File: config.mk
export PLATFORM = sky130hd
export DESIGN_NAME = imap_utf7_to_utf8_decoder_flat
export DESIGN_NICKNAME = d
export VERILOG_FILES = /design/src/sv/iu7u8_pkg.sv /design/src/sv/iu7u8_in_if.sv /design/src/sv/iu7u8_out_if.sv /design/src/sv/imap_utf7_to_utf8_decoder.sv /design/src/flat_wrapper.sv
export VERILOG_INCLUDE_DIRS = /design/src /design/src/sv
export SDC_FILE = /design/constraint.sdc
export NUM_CORES = 1
export LEC_CHECK = 0
export ABC_AREA = 1
export BUFFER_PORTS_ARGS = -buffer_cell sky130_fd_sc_hd__buf_2
export CAP_MARGIN = 20
export CORE_UTILIZATION = 60
export CTS_CLUSTER_SIZE = 12
export DETAILED_ROUTE_END_ITERATION = 7
export GPL_TIMING_DRIVEN = 0
export HOLD_SLACK_MARGIN = 0.1
export PLACE_DENSITY = 0.77
export RECOVER_POWER = 50
export SYNTH_ARGS = -nofsm -noshare
export SYNTH_HDL_FRONTEND = slang
export SYNTH_SLANG_ARGS = --single-unit
File: constraint.sdc
create_clock -name clk -period 8.4 [get_ports clk]
set_clock_uncertainty 0.1 [all_clocks]
set_input_delay 1.26 -clock clk [delete_from_list [all_inputs] [get_ports clk]]
set_output_delay 1.26 -clock clk [all_outputs]
set_load 0.01 [all_outputs]
File: src/sv/assert_macros.svh
`ifndef ASSERT_MACROS_SVH
`define ASSERT_MACROS_SVH
// Concurrent assertion helpers clocked on clk; only IU_ASSERT is disabled while arst_n is low.
`ifndef SYNTHESIS
`define IU_ASSERT(lbl, prop, msg) \
	lbl: assert property (@(posedge clk) disable iff (!arst_n) prop) \
		else $error(msg);
`define IU_ASSERT_RST(lbl, prop, msg) \
	lbl: assert property (@(posedge clk) prop) \
		else $error(msg);
`else
`define IU_ASSERT(lbl, prop, msg)
`define IU_ASSERT_RST(lbl, prop, msg)
`endif
`endif

File: src/sv/iu7u8_pkg.sv
package iu7u8_pkg;

	typedef enum logic [1:0] {
		MODE_LITERAL = 2'd0,
		MODE_AMP     = 2'd1,
		MODE_B64     = 2'd2
	} mode_t;

	localparam logic [7:0] ASCII_AMP   = 8'h26;
	localparam logic [7:0] ASCII_DASH  = 8'h2D;
	localparam logic [7:0] ASCII_PLUS  = 8'h2B;
	localparam logic [7:0] ASCII_COMMA = 8'h2C;

	localparam logic [5:0] SURR_HIGH_TAG = 6'b110110;
	localparam logic [5:0] SURR_LOW_TAG  = 6'b110111;

	localparam int unsigned MAX_RESULTS = 4;

	// Modified base64 digit value; bit 6 set means not in the alphabet.
	function automatic logic [6:0] b64_value(input logic [7:0] b);
		logic [7:0] d;
		d = 8'd64;
		if (b >= 8'h41 && b <= 8'h5A)
			d = b - 8'd65;
		else if (b >= 8'h61 && b <= 8'h7A)
			d = b - 8'd71;
		else if (b >= 8'h30 && b <= 8'h39)
			d = b + 8'd4;
		else if (b == ASCII_PLUS)
			d = 8'd62;
		else if (b == ASCII_COMMA)
			d = 8'd63;
		return d[6:0];
	endfunction

endpackage

File: src/sv/iu7u8_in_if.sv
interface iu7u8_in_if;
	logic       valid;
	logic       ready;
	logic [7:0] in_byte;
	logic       start_of_name;

	modport source (output valid, output in_byte, output start_of_name, input ready);
	modport sink (input valid, input in_byte, input start_of_name, output ready);
endinterface

File: src/sv/iu7u8_out_if.sv
interface iu7u8_out_if;
	logic       valid;
	logic       ready;
	logic [7:0] out_byte;
	logic       last_of_run;

	modport source (output valid, output out_byte, output last_of_run, input ready);
	modport sink (input valid, input out_byte, input last_of_run, output ready);
endinterface

File: src/sv/imap_utf7_to_utf8_decoder.sv
// Channel   Direction  Beat payload
// utf7      sink       in_byte[7:0], start_of_name
// utf8      source     out_byte[7:0], last_of_run
//
// An input beat is decoded in the cycle it is accepted; its 0 to 4 UTF-8
// bytes go into a four-entry result register and leave one per cycle
// while utf8 is ready. How long one input byte holds utf7 off is set by the
// single-byte result port; after a byte that yields nothing, utf7 stays ready.
// A new beat is taken while the last pending result byte is being taken.
// arst_n clears mode, bit buffer, bit count, partial code point and the
// pending count; a stalled utf8 holds the result register and blocks utf7.

`include "assert_macros.svh"

module imap_utf7_to_utf8_decoder import iu7u8_pkg::*; (
	input  logic             clk,
	input  logic             arst_n,
	iu7u8_in_if.sink         utf7,
	iu7u8_out_if.source      utf8
);

	mode_t       mode_q, mode_d, mode_cur;
	logic [15:0] bbuf_q, bbuf_d;
	logic [3:0]  bcnt_q, bcnt_d;
	logic [31:0] pcp_q, pcp_d;
	logic [7:0]  obuf_q [MAX_RESULTS];
	logic [2:0]  rem_q;

	logic        in_acc, out_take;
	logic [7:0]  b;
	logic [6:0]  v;
	logic        is_alpha, is_dash, step_b64, open_sec;
	logic [15:0] base_buf;
	logic [3:0]  base_cnt;
	logic [31:0] base_pcp;
	logic [19:0] tmp;
	logic [4:0]  cnt6;
	logic        unit_full;
	logic [15:0] unit;
	logic        is_hi, is_lo, emit_cp;
	logic [31:0] cp;
	logic [2:0]  res_n;
	logic [7:0]  res [MAX_RESULTS];

	assign b        = utf7.in_byte;
	assign v        = b64_value(b);
	assign is_alpha = ~v[6];
	assign is_dash  = (b == ASCII_DASH);
	assign mode_cur = utf7.start_of_name ? MODE_LITERAL : mode_q;

	assign out_take   = utf8.valid && utf8.ready;
	assign utf7.ready = (rem_q == 3'd0) || (out_take && rem_q == 3'd1);
	assign in_acc     = utf7.valid && utf7.ready;

	assign utf8.valid       = (rem_q != 3'd0);
	assign utf8.out_byte    = obuf_q[0];
	assign utf8.last_of_run = (rem_q == 3'd1);

	// next mode
	always_comb begin
		unique case (mode_cur)
			MODE_AMP: begin
				if (is_dash)
					mode_d = MODE_LITERAL;
				else if (is_alpha)
					mode_d = MODE_B64;
				else
					mode_d = (b == ASCII_AMP) ? MODE_AMP : MODE_LITERAL;
			end
			MODE_B64: begin
				if (is_alpha)
					mode_d = MODE_B64;
				else if (is_dash)
					mode_d = MODE_LITERAL;
				else
					mode_d = (b == ASCII_AMP) ? MODE_AMP : MODE_LITERAL;
			end
			default: begin
				mode_d = (b == ASCII_AMP) ? MODE_AMP : MODE_LITERAL;
			end
		endcase
	end

	// base64 digit step and surrogate handling
	always_comb begin
		step_b64 = is_alpha && (mode_cur == MODE_AMP || mode_cur == MODE_B64);
		open_sec = is_alpha && (mode_cur == MODE_AMP);
		base_buf = open_sec ? 16'd0 : bbuf_q;
		base_cnt = open_sec ? 4'd0 : bcnt_q;
		base_pcp = open_sec ? 32'd0 : pcp_q;

		tmp       = {base_buf[13:0], v[5:0]};
		cnt6      = {1'b0, base_cnt} + 5'd6;
		unit_full = cnt6[4];
		unit      = 16'(tmp >> cnt6[3:0]);
		is_hi     = (unit[15:10] == SURR_HIGH_TAG);
		is_lo     = (unit[15:10] == SURR_LOW_TAG);

		if (!unit_full)
			cp = base_pcp;
		else if (is_hi)
			cp = {12'd0, unit[9:0], 10'd0};
		else if (is_lo)
			cp = base_pcp + {15'd0, 1'b1, 6'd0, unit[9:0]};
		else
			cp = {16'd0, unit};
		emit_cp = unit_full && !is_hi;

		if (step_b64) begin
			bbuf_d = tmp[15:0];
			bcnt_d = cnt6[3:0];
			pcp_d  = cp;
		end else begin
			bbuf_d = bbuf_q;
			bcnt_d = bcnt_q;
			pcp_d  = pcp_q;
		end
	end

	// result bytes for this beat
	always_comb begin
		res_n = 3'd0;
		for (int i = 0; i < MAX_RESULTS; i++)
			res[i] = 8'd0;
		if (step_b64) begin
			if (emit_cp) begin
				if (cp <= 32'h7F) begin
					res_n  = 3'd1;
					res[0] = cp[7:0];
				end else if (cp <= 32'h7FF) begin
					res_n  = 3'd2;
					res[0] = {3'b110, cp[10:6]};
					res[1] = {2'b10, cp[5:0]};
				end else if (cp <= 32'hFFFF) begin
					res_n  = 3'd3;
					res[0] = {4'b1110, cp[15:12]};
					res[1] = {2'b10, cp[11:6]};
					res[2] = {2'b10, cp[5:0]};
				end else begin
					res_n  = 3'd4;
					res[0] = 8'hF0 | cp[25:18];
					res[1] = {2'b10, cp[17:12]};
					res[2] = {2'b10, cp[11:6]};
					res[3] = {2'b10, cp[5:0]};
				end
			end
		end else if (mode_cur == MODE_AMP && is_dash) begin
			res_n  = 3'd1;
			res[0] = ASCII_AMP;
		end else if (mode_cur == MODE_B64 && is_dash) begin
			res_n = 3'd0;
		end else if (b != ASCII_AMP) begin
			res_n  = 3'd1;
			res[0] = b;
		end
	end

	always_ff @(posedge clk or negedge arst_n) begin
		if (!arst_n) begin
			mode_q <= MODE_LITERAL;
			bbuf_q <= 16'd0;
			bcnt_q <= 4'd0;
			pcp_q  <= 32'd0;
			rem_q  <= 3'd0;
		end else begin
			if (in_acc) begin
				mode_q <= mode_d;
				bbuf_q <= bbuf_d;
				bcnt_q <= bcnt_d;
				pcp_q  <= pcp_d;
				rem_q  <= res_n;
			end else if (out_take) begin
				rem_q <= rem_q - 3'd1;
			end
		end
	end

	// load on accept, otherwise advance one byte per taken beat
	always_ff @(posedge clk) begin
		if (in_acc) begin
			for (int i = 0; i < MAX_RESULTS; i++)
				obuf_q[i] <= res[i];
		end else if (out_take) begin
			for (int i = 0; i < MAX_RESULTS - 1; i++)
				obuf_q[i] <= obuf_q[i + 1];
			obuf_q[MAX_RESULTS - 1] <= 8'd0;
		end
	end

	`IU_ASSERT(a_no_overwrite, in_acc |-> (rem_q == 3'd0 || (out_take && rem_q == 3'd1)), "input beat taken over pending results")
	`IU_ASSERT(a_start_literal, (in_acc && utf7.start_of_name && utf7.in_byte != ASCII_AMP) |=> (rem_q == 3'd1 && obuf_q[0] == $past(utf7.in_byte)), "literal byte after start flag not passed through")
	`IU_ASSERT(a_dash_close, (in_acc && !utf7.start_of_name && mode_q == MODE_B64 && utf7.in_byte == ASCII_DASH) |=> (mode_q == MODE_LITERAL && rem_q == 3'd0), "dash did not close the section silently")
	`IU_ASSERT_RST(a_even_count, bcnt_q[0] == 1'b0, "bit count went odd")

endmodule
File: src/flat_wrapper.sv
// flat-port wrapper written by rule: the top's interface ports become plain ports
module imap_utf7_to_utf8_decoder_flat import iu7u8_pkg::*;
  (clk, arst_n, utf7_valid, utf7_in_byte, utf7_start_of_name, utf7_ready, utf8_valid, utf8_out_byte, utf8_last_of_run, utf8_ready);
  iu7u8_in_if utf7_i ();
  iu7u8_out_if utf8_i ();
  input  logic clk;
  input  logic arst_n;
  input wire logic [$bits(utf7_i.valid)-1:0] utf7_valid;
  input wire logic [$bits(utf7_i.in_byte)-1:0] utf7_in_byte;
  input wire logic [$bits(utf7_i.start_of_name)-1:0] utf7_start_of_name;
  output wire logic [$bits(utf7_i.ready)-1:0] utf7_ready;
  output wire logic [$bits(utf8_i.valid)-1:0] utf8_valid;
  output wire logic [$bits(utf8_i.out_byte)-1:0] utf8_out_byte;
  output wire logic [$bits(utf8_i.last_of_run)-1:0] utf8_last_of_run;
  input wire logic [$bits(utf8_i.ready)-1:0] utf8_ready;
  assign utf7_i.valid = utf7_valid;
  assign utf7_i.in_byte = utf7_in_byte;
  assign utf7_i.start_of_name = utf7_start_of_name;
  assign utf7_ready = utf7_i.ready;
  assign utf8_valid = utf8_i.valid;
  assign utf8_out_byte = utf8_i.out_byte;
  assign utf8_last_of_run = utf8_i.last_of_run;
  assign utf8_i.ready = utf8_ready;
  imap_utf7_to_utf8_decoder u_core (.clk(clk), .arst_n(arst_n), .utf7(utf7_i), .utf8(utf8_i));
endmodule
==> Word level (Yosys, flattened, before mapping) <==
Memories as Yosys holds them, arrays and structs flattened.
Cells that the tools add are included.
{ "word_totals": {"inputBits": 13, "register_bits": 55, "ramBits": 32, "memories": 1, "wordCells": 104, "output_inout_bits": 11, "latch_bits": 0, "mem_bits_ro": 0} }
{ "memory_table": {"columns": ["memory", "depth", "width", "read_ports", "rd_clocked_by_memory_dff", "write_ports", "line", "source"], "rows": [
  ["u_core.obuf_q", 4, 8, 4, 0, 4, "imap_utf7_to_utf8_decoder.sv:26", "logic [7:0] obuf_q [MAX_RESULTS];"]
]} }
{ "op_classes": {"n_mul": 0, "addsub": 6, "n_eq_ne": 10, "magnitude_cmp": 9, "n_bitwise": 5, "mux": 49, "div": 0, "shift": 1, "n_reduce_logical": 18} }
{ "ops": {"columns": ["operator", "count"], "rows": [
  ["$mux W32", 5],
  ["$mux W8", 10],
  ["$mux W24", 2],
  ["$mux W7", 5],
  ["$add A32 B17 Y32", 1],
  ["$eq A8 B6 Y1 const B", 4],
  ["$le A32 B11 Y1 const B", 1],
  ["$le A32 B16 Y1 const B", 1],
  ["$le A32 B7 Y1 const B", 1],
  ["$mux W16", 2],
  ["$mux W3", 9],
  ["$mux W21", 1],
  ["$shr A20 B4 Y16", 1],
  ["$ge A8 B7 Y1 const B", 2],
  ["$le A8 B7 Y1 const B", 2],
  ["$mux W14", 1],
  ["$sub A7 B7 Y7 const B", 2],
  ["$eq A6 B6 Y1 const B", 2],
  ["$logic_and A1 B1 Y1", 11],
  ["$mux W2", 5],
  ["$ge A8 B6 Y1 const B", 1],
  ["$le A8 B6 Y1 const B", 1],
  ["$ne A8 B6 Y1 const B", 1],
  ["$add A7 B3 Y7 const B", 1],
  ["16 further kinds", 26]
]} }

==> Depth between registers and ports, before layout <==
Gate-level depths: netlist of the first run.
{ "depth": {"ltp_word": 22, "ltp_mapped": 54, "depth_no_buf": 51} }

==> Worst setup path after synthesis of the first run <==
No wires, ideal clock.
{ "synth_timing": {"kind": "input to register", "startpoint": "in utf7_in_byte[2]", "endpoint": "mem u_core.obuf_q[0][2], data pin", "path_stages": 45, "slack_ps": 1881, "setup_time_ps": 258, "t_required_ps": 8042, "t_arrival_ps": 6162, "n_path_buf": 4, "cell_sequence": "buf_2 > inv_1 > ha_1 > nand2_1 > inv_1 > a21oi_1 > nand2_2 > nand3_2 > nand3_4 > buf_6 > buf_6 > nand2_2 > inv_1 > o211ai_1 > nand3_1 > o21ai_1 > o21ai_1 > inv_1 > [... 9 more ...] > nand2_2 > nand3_1 > xor2_1 > o21ai_2 > nand2_1 > nor2_1 > nand2_1 > nor2_1 > nand3_1 > nor2_2 > nand2_1 > nor2_4 > buf_2 > nand3_1 > nand3_1 > nand2_1 > nand2_1 > a21oi_1"} }
{ "synth_lines": {"columns": ["element", "line", "source"], "rows": [
  ["start: declaration", "flat_wrapper.sv:9", "input wire logic [$bits(utf7_i.in_byte)-1:0] utf7_in_byte;"],
  ["end: declaration", "imap_utf7_to_utf8_decoder.sv:26", null]
]} }

==> parameters.txt, run 1 <==
Parameter                              Value

Synthesis
  Library cell occupying the most area in the post-synthesis netlist    dfrtp_1
  Warnings, synthesis    0
  Number of distinct standard cells referenced by the synthesized netlist    61
  Proportion of netlist area held by the largest area contributor    17.9%
  Syn Nets    1195
  Average footprint of a synthesized cell    6.65 sq um
  Post-synth design cell area    7700 sq um
  Number of synthesized register bits    84
  Main area contributors after synthesis    dfrtp_1, nand2_1, edfxtp_1
  Sequential element share of the synthesized area    29.2%
  Post-Syn Instances    1157

Pwr
  Internal power    1.21 mW
  Pwr dens    300 nW/um^2
  Fraction of power spent switching nets    51.6%
  Switching Power    1.29 mW
  Clock network power share    16.6%
  Overall power after layout    2.50 mW
  Static Leakage    4.13 nW
  Highest ir drop seen on vdd    0.184 mV
  Sequential Power Share    23.7%
  Power share of the combinational group    59.7%

Layout
  Share of final-layout standard cells stronger than drive strength 1    11.9%
  Nets@finish    1231
  Filler Cells Inserted    1184
  Finished layout cell area    8320 sq um
  Commonest non-fill, non-tap cell in the layout    nand2_1
  Number of diodes added for antenna fixing    0
  Multi-input logic area    4630 sq um
  Number of standard cells in the final layout excluding fillers    1370
  Share of the core filled with cells in the final layout    66.2%
  Most frequent cells in the layout    nand2_1, inv_1, nand3_1, nor2_1, o21ai_0
  Area Overhead vs Synth    8.14%
  Register area    2250 sq um

Outcome
  Violations in the final reports    max-capacitance violations, max-slew violations
  Run status    complete, but fails checks

Routing
  Total wire length after detailed routing    23.1 mm
  Pre-Repair DR Iteration Count    5
  Initial drt markers    812
  Vias    7950
  Number of nets with antenna violations after detailed routing    0
  Vias per Instance    5.80
  Residual DRC    0
  Average wire per cell in the routed design    16.9 um

Worst setup path
  Crit path largest cell delay    0.51 ns
  Buffer and inverter count on the worst path    13
  Critical path class    in2reg
  Worst Setup End Kind    flip-flop
  Cell with the most instances on the worst path    nand2_1
  Largest fanout of any net on the critical path    10
  Critical-path cell with the highest stage delay    clkbuf_1
  Data arrival time at the worst-slack endpoint    7.86 ns
  Kind of launch point of the worst setup path    primary input
  Required time at the worst-slack endpoint    8.41 ns
  Top Family by Delay on Critical Path    simple AND/OR/NAND/NOR gates

CTS
  Maximum level of the CTS H-tree    3
  Post-CTS repair timing setup buffer count    0
  Num CTS Buffers    9
  Root cell of the clock tree    clkbuf_16
  Largest buffer count on any clock path    2
  CTS tree    built
  Number of hold-repair buffers added at the cts stage    0
  Number of gates resized after cts    0
  Clock latency of the later-clocked register in the worst-skew pair    0.36 ns
  Clock edge transition at the registers on the reported setup and hold paths    0.07 ns
  # clock sinks    84

Placed design
  Placed cell area    8070 sq um
  Pre-CTS setup slack    0.360 ns
  Placed Cells incl. Taps    1354
  Count of input and output buffers    23
  Half-perimeter wire length of the detailed placement result    17.5 mm
  Gp weighted congestion    0.961

STA
  Max_slew headroom    -56.0%
  Final hold slack    0.382 ns
  Final max-slew violation count    56
  Highest achievable clock rate    0.127 GHz
  Transition time at the pin with the least slew margin    2.32 ns
  Unrepaired setup endpoints after global routing    false
  # setup viols final    0
  Setup TNS    0 ns
  Final Cycle Share    93.5%
  Tmin final    7.85 ns
  Endpoints failing hold    0
  Final worst slack    0.548 ns

Floorplanning
  Area of the die    13300 sq um
  Top-level port count    24
  Site row count    41
  Die width    115 um
  Core region area    12600 sq um
  Die height    115 um
  Initial cell density of the core    61.2%

Global routing
  First-pass GRT wire length    36.6 mm
  GRT Util Overall    36.5%
  Antenna violations before repair    0
  Pin count of the biggest net entering global routing    37
  Final global-route overflow total    0
  Vias in the first global route    7262

Worst hold path
  Class of the worst hold path    reg2reg

Job
  Max-cap violations    2
metal layers:
metal	routed length (um)	share of wire (%)	up-vias	GRT usage [%]
li1	-	-	3866	-
met1	9830	43	3680	45.7
met2	10700	46	334	59.8
met3	1710	7.4	70	7.27
met4	877	3.8	0	18.8
met5	0	0	-	0
cells in the mapped netlist, drive strengths merged:
cell type / number
a21boi: 5
dfrtp: 55
xnor2: 5
a22oi: 9
nor3: 6
o221ai: 1
o211ai: 11
edfxtp: 29
xor2: 12
inv: 142
o21bai: 1
ha: 24
a31oi: 4
nor2: 107
nor4: 3
a211oi: 1
clkbuf: 18
nor3b: 1
a31o: 1
clkinv: 2
o21ai: 110
and2: 4
nand3b: 2
or2: 3
nand4: 16
o31ai: 1
o22ai: 7
a21oi: 51
buf: 24
nand3: 122
fa: 1
o21a: 3
a21o: 2
nand2: 374
layout make-up:
type	instances	area share (%)
Clock buffer	9	2.71
Timing Repair Buffer	25	1.32
Multi-Input combinational cell	887	55.6
Buffer	42	3.31
Sequential cell	84	27.0
Tap cell	172	2.59
Inverter	144	6.54
Clock inverter	7	0.917
path summary, 6_finish.rpt:
| check | slack [ns] | startpoint | cells past startpoint | to |
|---|---|---|---|---|
| worst max-delay path | 0.55 | utf7_in_byte[2] | 43 | u_core.obuf_q[3][5]$_SDFFCE_PP0P_ |
| worst min-delay path | 0.38 | u_core.pcp_q[28]$_DFFE_PN0P_ | 2 | u_core.pcp_q[28]$_DFFE_PN0P_ |
| worst max register to register | 1.85 | u_core.mode_q[1]$_DFFE_PN0P_ | 37 | u_core.obuf_q[3][5]$_SDFFCE_PP0P_ |
| worst min register to register | 0.38 | u_core.pcp_q[28]$_DFFE_PN0P_ | 2 | u_core.pcp_q[28]$_DFFE_PN0P_ |
| max in group asynchronous | 4.84 | arst_n | 2 | u_core.rem_q[2]$_DFFE_PN0P_ |
| min in group asynchronous | 1.00 | arst_n | 1 | u_core.pcp_q[18]$_DFFE_PN0P_ |
worst min-delay path, stage by stage, from the launching register on:
cell and delay, ns:
dfrtp_1 0.35, nand2_1 0.05, nand2_1 0.05
state kept, by name, summed over array words and instances (netlist names):
signal	cells
u_core.rem_q	3
u_core.bbuf_q	14
u_core.bcnt_q	4
u_core.pcp_q	32
u_core.mode_q	2
u_core.obuf_q	29
cell families (layout without fill, tap and decap cells):
logic type	count (synthesis)	after routing	synth area share (%)
XOR/XNOR	17	17	1.93
adder cells (fa/ha/maj)	25	25	4.16
flip-flops	84	84	29.2
AO/OA/AOI/OAI	207	207	15.4
buffers and inverters	186	227	10.6
AND/OR/NAND/NOR	638	638	38.6
power groups by stage:
stage	logic [mW]	registers (mW)	clock network, mW
2_1_floorplan	1.08	0.595	0
3_3_place_gp	1.44	0.601	0
5_1_grt	1.64	0.602	0.431
4_1_cts	1.47	0.590	0.416
6_report	1.49	0.593	0.415
3_5_place_dp	1.46	0.596	0
(Power assumes the default switching activity.)
==> run 2: changes to the inputs <==
- ABC_AREA: 1 -> unset
==> run 2 against run 1 <==
The flow still finishes with violations (max-capacitance violations, max-slew violations). Synthesized cell count decreased by 18%. Count of clock-buffer cells in the layout unchanged. Sequential share of layout area decreased by 0.63 points. Combinational power decreased by 88%. Setup slack got worse by 0.24 ns. First-iteration DRC count increased by 50%. Highest routed layer is now met5.
==> parameters.txt, run 2 <==
Parameter                              Value

Worst hold path
  Startpoint of the most critical hold path    u_core.mode_q[0]$_DFFE_PN0P_
  Class of the worst hold path    reg2reg

Routing
  Initial drt markers    1217 (+50%)
  Residual DRC    0 (unchanged)
  Vias per Instance    6.87 (+18%)
  Total wire length after detailed routing    26.1 mm (+13%)
  Average wire per cell in the routed design    22.3 um (+32%)
  Vias    8042 (+1.2%)
  Number of nets with antenna violations after detailed routing    0 (unchanged)
  Pre-Repair DR Iteration Count    8 (+3)

Synthesis
  Dominant cell by count in the synthesized netlist    nand2_1
  Number of distinct standard cells referenced by the synthesized netlist    102 (+67%)
  Commonest cells in the synthesized netlist    nand2_1, o21ai_0, nor2_1
  Syn Nets    990 (-17%)
  Number of synthesized register bits    84 (unchanged)
  Main area contributors after synthesis    dfrtp_1, edfxtp_1, nand2_1
  Async set-reset flop share out of synthesis    65.5% (unchanged)
  Library cell occupying the most area in the post-synthesis netlist    dfrtp_1
  Post-Syn Instances    952 (-18%)
  EDFF count, synth    29 (unchanged)
  Most common flop cell mapped by yosys    dfrtp_1
  Proportion of netlist area held by the largest area contributor    17.6% (-0.28 points)
  Sequential element share of the synthesized area    28.7% (-0.45 points)
  Average footprint of a synthesized cell    8.21 sq um (+23%)
  Warnings, synthesis    0 (unchanged)
  Post-synth design cell area    7820 sq um (+1.6%)

CTS
  Largest buffer count on any clock path    2 (unchanged)
  Maximum level of the CTS H-tree    3 (unchanged)
  # clock sinks    84 (unchanged)
  Clock edge transition at the registers on the reported setup and hold paths    0.06 ns (about the same)
  CTS tree    built
  Clock latency of the later-clocked register in the worst-skew pair    0.36 ns (about the same)
  Root cell of the clock tree    clkbuf_16
  Num CTS Buffers    9 (unchanged)

Worst setup path
  FF-to-FF setup slack    1.23 ns (-0.62 ns)
  Worst Setup SP    utf7_in_byte[1]
  Kind of launch point of the worst setup path    primary input
  Buffer and inverter count on the worst path    6 (-7)
  R2R depth    26 (-30%)
  Top Family by Delay on Critical Path    compound AO/OA/AOI/OAI gates
  Critical path class    in2reg
  Crit path largest cell delay    0.59 ns (+0.08 ns)
  Required time at the worst-slack endpoint    8.41 ns (about the same)
  Worst Setup End Kind    flip-flop
  Largest fanout of any net on the critical path    9 (-1)
  Reg-to-Reg End    u_core.obuf_q[1][3]$_DFFE_PP_
  Cell depth of the worst setup path    29 (-33%)
  Reg-to-reg startpoint    u_core.mode_q[1]$_DFFE_PN0P_
  Capturing instance or port of the critical path    u_core.obuf_q[1][1]$_DFFE_PP_
  Data arrival time at the worst-slack endpoint    8.11 ns (+0.25 ns)
  Critical-path cell with the highest stage delay    a221oi_1

Floorplanning
  Site row count    41 (unchanged)
  Die height    116 um (+0.77%)
  Top-level port count    24 (unchanged)
  Initial cell density of the core    61.7% (+0.46 points)
  Core region area    12700 sq um (+0.82%)
  Area of the die    13500 sq um (+1.6%)
  Die width    116 um (+0.77%)

Placed design
  Count of input and output buffers    23 (unchanged)
  Pre-CTS setup slack    -0.808 ns (-1.17 ns)
  Placed Cells incl. Taps    1148 (-15%)
  Gp weighted congestion    1.02 (+6.0%)
  Half-perimeter wire length of the detailed placement result    19.3 mm (+10%)

STA
  Final worst slack    0.304 ns (-0.244 ns)
  Highest achievable clock rate    0.124 GHz (-3.0%)
  # setup viols final    0 (unchanged)
  Final Cycle Share    96.4% (+2.9 points)
  Final max-slew violation count    38 (-32%)
  Transition time at the pin with the least slew margin    2.26 ns (-0.0528 ns)
  Endpoints failing hold    0 (unchanged)
  Setup TNS    0 ns (unchanged)
  Tmin final    8.10 ns (+0.244 ns)
  Unrepaired setup endpoints after global routing    false
  Max_slew headroom    -50.8% (+5.1 points)

Layout
  Most frequent cells in the layout    nand2_1, o21ai_0, nor2_1, dfrtp_1, a21oi_1
  Nets@finish    1032 (-16%)
  Number of diodes added for antenna fixing    0 (unchanged)
  Number of standard cells in the final layout excluding fillers    1171 (-15%)
  Flip-flop count of the largest register, all copies and words added    32 (unchanged)
  Share of final-layout standard cells stronger than drive strength 1    12.2% (+0.36 points)
  Area Overhead vs Synth    9.01%
  Largest regs    u_core.pcp_q: 32 flops, u_core.obuf_q: 29 flops, u_core.bbuf_q: 14 flops
  Register with the most flip-flops    u_core.pcp_q
  Commonest non-fill, non-tap cell in the layout    nand2_1

Outcome
  Violations in the final reports    max-capacitance violations, max-slew violations
  Run status    complete, but fails checks

Global routing
  Antenna violations before repair    1 (+1)
  GRT Util Overall    40.1% (+3.7 points)
  First-pass GRT wire length    40.7 mm (+11%)
  Pin count of the biggest net entering global routing    38 (+2.7%)
  Vias in the first global route    7455 (+2.7%)
  Final global-route overflow total    0 (unchanged)

Pwr
  Static Leakage    3.53 nW (-15%)
  Pwr dens    124 nW/um^2 (-59%)
  Highest ir drop seen on vdd    0.148 mV (-20%)

Job
  Max-cap violations    1 (-1)
[run 2: worst min path at each step]
stage | depth (start not counted) | endpoint
2_1_floorplan | 2 | u_core.mode_q[1]$_DFFE_PN0P_
3_3_place_gp | 2 | u_core.pcp_q[1]$_DFFE_PN0P_
3_5_place_dp | 2 | u_core.mode_q[0]$_DFFE_PN0P_
4_1_cts | 2 | u_core.mode_q[0]$_DFFE_PN0P_
5_1_grt | 2 | u_core.pcp_q[1]$_DFFE_PN0P_
6_report | 2 | u_core.mode_q[0]$_DFFE_PN0P_
[run 2: stage by stage]
step           hold slack (ns)  total power [mW]  util (%)  area [sq um]
3_3_place_gp             0.365             0.673      64.3          8150
6_report                 0.390              1.06      67.3          8520
4_1_cts                  0.392              1.06      66.9          8480
2_1_floorplan            0.350             0.611         -          7820
5_1_grt                  0.417              1.09      67.3          8520
3_5_place_dp             0.378             0.676      64.5          8170
[run 2: power breakdown]
group	internal, mW	switching [mW]
clock network	0.202	0.185
registers	0.473	0.0145
logic	0.0631	0.119
[run 2: repair_timing]
item                                    in CTS  in global routing
endpoints found under the setup margin      31                 32
pin swaps                                    1                  2
buffers inserted                             3                  4
resized for setup                            2                 11
hold buffers                                 0                  0
hold endpoints to repair                     0                  0
[run 2: layout make-up]
type	instances	area, sq um
Buffer	55	314
Clock buffer	9	225
Clock inverter	7	50.0
Fill cell	1143	4150
Inverter	23	86.3
Multi-Input combinational cell	790	5220
Sequential cell	84	2250
Tap cell	172	215
Timing Repair Buffer	31	163
[run 2: kinds of logic after synthesis]
family | Yosys count | synth area share, %
and+or+nand+nor | 397 | 25.2
muxes | 49 | 8.16
xor gates and xnor gates | 13 | 1.46
AOI/OAI and AO/OA | 306 | 27.4
buffers and inverters | 78 | 5.03
DFF | 84 | 28.7
adders and majority gates | 25 | 4.10
[run 2: worst register-to-register path, stage by stage, from the launching register on]
cell and delay, ns:
dfrtp_1 0.39, nand2b_1 0.10, ha_1 0.34, inv_1 0.12, a31o_2 0.29, nor3_2 0.72
nor2_2 0.17, buf_2 0.27, clkbuf_4 0.25, clkbuf_4 0.25, nand2_1 0.14, inv_1 0.07
ha_1 0.27, a21oi_1 0.08, o21a_1 0.22, a21oi_1 0.31, o2111a_1 0.30, o21ai_2 0.11
a21o_1 0.26, or3_1 0.36, a21oi_1 0.58, nor4b_4 0.10, buf_4 0.20, and2_4 0.16
buf_8 0.14, a31oi_2 0.47, a32o_1 0.26
[run 2: layer usage]
metal	routed length (um)	part of all wire, %	up-vias	track usage [%]
li1	-	-	3656	-
met1	10700	41	3836	54.5
met2	11600	44	451	62.5
met3	2600	9.9	97	4.98
met4	1250	4.8	2	21.9
met5	10	0.038	-	0
==> run 3: changes to the inputs <==
- ABC_AREA: unset -> 1
- GPL_ROUTABILITY_DRIVEN: unset -> 0
==> run 3 against run 2 <==
Cell area down 2.0%. Count of clock-buffer cells in the layout unchanged. The flow still finishes with violations (max-capacitance violations, max-slew violations). Fmax grew 4.6%. Critical path depth up 14. Total power rose by 140%. Global-route usage down 3.6 points.
==> parameters.txt, run 3 (same netlist as run 1, synthesis figures left out) <==
Parameter                              Value

Floorplanning
  Die height    115 um (-0.77%)
  Site row count    41 (unchanged)
  Die width    115 um (-0.77%)
  Area of the die    13300 sq um (-1.5%)
  Core region area    12600 sq um (-0.81%)
  Top-level port count    24 (unchanged)
  Initial cell density of the core    61.2% (-0.46 points)

Routing
  Initial drt markers    784 (-36%)
  Pre-Repair DR Iteration Count    5 (-3)
  Vias    7957 (-1.1%)
  Number of nets with antenna violations after detailed routing    0 (unchanged)
  Residual DRC    0 (unchanged)
  Average wire per cell in the routed design    16.6 um (-25%)
  Total wire length after detailed routing    22.8 mm (-13%)
  Vias per Instance    5.81 (-15%)

Placed design
  Count of input and output buffers    23 (unchanged)
  Half-perimeter wire length of the detailed placement result    17.2 mm (-11%)
  Placed cell area    8070 sq um (-1.3%)

STA
  Unrepaired setup endpoints after global routing    false
  Endpoints failing hold    0 (unchanged)
  Transition time at the pin with the least slew margin    2.09 ns (-0.169 ns)
  Tmin final    7.74 ns (-0.355 ns)
  Final max-slew violation count    55 (+45%)
  Setup TNS    0 ns (unchanged)
  Max_slew headroom    -39.5% (+11 points)
  # setup viols final    0 (unchanged)
  Final Cycle Share    92.2% (-4.2 points)
  Highest achievable clock rate    0.129 GHz (+4.6%)

Layout
  Filler Cells Inserted    1163 (+1.7%)
  Most frequent cells in the layout    nand2_1, inv_1, nand3_1, nor2_1, o21ai_0
  Share of final-layout standard cells stronger than drive strength 1    11.9% (-0.36 points)
  Multi-input logic area    4630 sq um (-11%)
  Area Overhead vs Synth    8.50%
  Register area    2250 sq um (unchanged)
  Nets@finish    1231 (+19%)
  Number of diodes added for antenna fixing    0 (unchanged)
  Finished layout cell area    8350 sq um (-2.0%)
  Register with the most flip-flops    u_core.pcp_q
  Commonest non-fill, non-tap cell in the layout    nand2_1
  Flip-flop count of the largest register, all copies and words added    32 (unchanged)
  Largest regs    u_core.pcp_q: 32 flops, u_core.obuf_q: 29 flops, u_core.bbuf_q: 14 flops

Global routing
  GRT Util Overall    36.5% (-3.6 points)
  Final global-route overflow total    0 (unchanged)
  Antenna violations before repair    0 (-1)
  Vias in the first global route    7491 (+0.48%)
  Pin count of the biggest net entering global routing    38 (unchanged)
  First-pass GRT wire length    37.2 mm (-8.7%)

CTS
  Largest buffer count on any clock path    2 (unchanged)
  # clock sinks    84 (unchanged)
  CTS tree    built
  Clock edge transition at the registers on the reported setup and hold paths    0.08 ns (+0.02 ns)
  Number of hold-repair buffers added at the cts stage    0 (unchanged)
  Maximum level of the CTS H-tree    3 (unchanged)
  Clock latency of the later-clocked register in the worst-skew pair    0.36 ns (about the same)
  Number of gates resized after cts    0 (-2)
  Post-CTS repair timing setup buffer count    0 (-3)
  Root cell of the clock tree    clkbuf_16
  Num CTS Buffers    9 (unchanged)

Pwr
  Highest ir drop seen on vdd    0.160 mV (+8.0%)
  Static Leakage    4.14 nW (+17%)
  Pwr dens    304 nW/um^2 (+150%)

Worst setup path
  Largest fanout of any net on the critical path    10 (+1)
  R2R depth    37 (+42%)
  FF-to-FF setup slack    1.95 ns (+0.72 ns)
  Cell with the most instances on the worst path    nand2_1
  Capturing instance or port of the critical path    u_core.obuf_q[3][5]$_SDFFCE_PP0P_
  Buffer and inverter count on the worst path    13 (+7)
  Kind of launch point of the worst setup path    primary input
  Data arrival time at the worst-slack endpoint    7.74 ns (-0.37 ns)
  Reg-to-reg startpoint    u_core.mode_q[1]$_DFFE_PN0P_
  Worst Setup SP    utf7_in_byte[2]
  Top Family by Delay on Critical Path    simple AND/OR/NAND/NOR gates
  Cell depth of the worst setup path    43 (+48%)
  Required time at the worst-slack endpoint    8.40 ns (about the same)
  Worst Setup End Kind    flip-flop
  Critical-path cell with the highest stage delay    clkbuf_1
  Crit path largest cell delay    0.46 ns (-0.13 ns)
  Critical path class    in2reg
  Reg-to-Reg End    u_core.obuf_q[3][5]$_SDFFCE_PP0P_

Outcome
  Violations in the final reports    max-capacitance violations, max-slew violations
  Run status    complete, but fails checks

Job
  Max-cap violations    2 (+1)

Worst hold path
  Startpoint of the most critical hold path    u_core.pcp_q[8]$_DFFE_PN0P_
  Class of the worst hold path    reg2reg
==> run 3: power breakdown <==
part / switching [mW] / internal (mW)
logic: 1.03 / 0.457
clock network: 0.190 / 0.265
registers: 0.0532 / 0.540
==> run 3: tightest hold or removal path: cells and delay by family (launching register included) <==
kind             cells  cell delay [ns]
DFF                  1             0.35
and+or+nand+nor      2             0.10
==> run 3: worst min path at each step <==
stage / end / slack (ns) / cells past startpoint
floorplan: u_core.pcp_q[28]$_DFFE_PN0P_ / 0.35 / 2
global placement: u_core.pcp_q[30]$_DFFE_PN0P_ / 0.36 / 2
detailed placement: u_core.pcp_q[8]$_DFFE_PN0P_ / 0.37 / 2
CTS: u_core.pcp_q[8]$_DFFE_PN0P_ / 0.39 / 2
global route: u_core.pcp_q[25]$_DFFE_PN0P_ / 0.41 / 2
finish: u_core.pcp_q[8]$_DFFE_PN0P_ / 0.39 / 2
==> run 3: layout make-up <==
class                   instances  share of cell area (%)
multi-input cells             887                    55.4
flip-flops and latches         84                    26.9
inverters                     144                    6.52
plain buffers                  42                    3.30
clock buffers                   9                    2.70
well taps                     172                    2.58
repair buffers                 25                    1.32
clock inverters                 7                    1.24
==> run 3: routing by layer <==
| metal | up-vias | global-route usage [%] | share of wire [%] |
|---|---|---|---|
| li1 | 3859 | - | - |
| met1 | 3671 | 46.5 | 42 |
| met2 | 344 | 59.4 | 45 |
| met3 | 83 | 5.90 | 8.2 |
| met4 | 0 | 20.3 | 4.7 |
| met5 | - | 0 | 0 |
==> run 3: metrics by stage <==
stage          std cells  hold slack [ns]  total power, mW  worst slack, ns  utilization [%]
6_report            1370            0.386             2.54            0.659             66.4
3_3_place_gp        1352            0.363             2.03            0.452             63.9
2_1_floorplan       1157            0.349             1.68             1.88                -
4_1_cts             1370            0.387             2.51            0.799             66.8
3_5_place_dp        1354            0.367             2.05            0.455             64.2
5_1_grt             1370            0.408             2.71            0.191             66.4
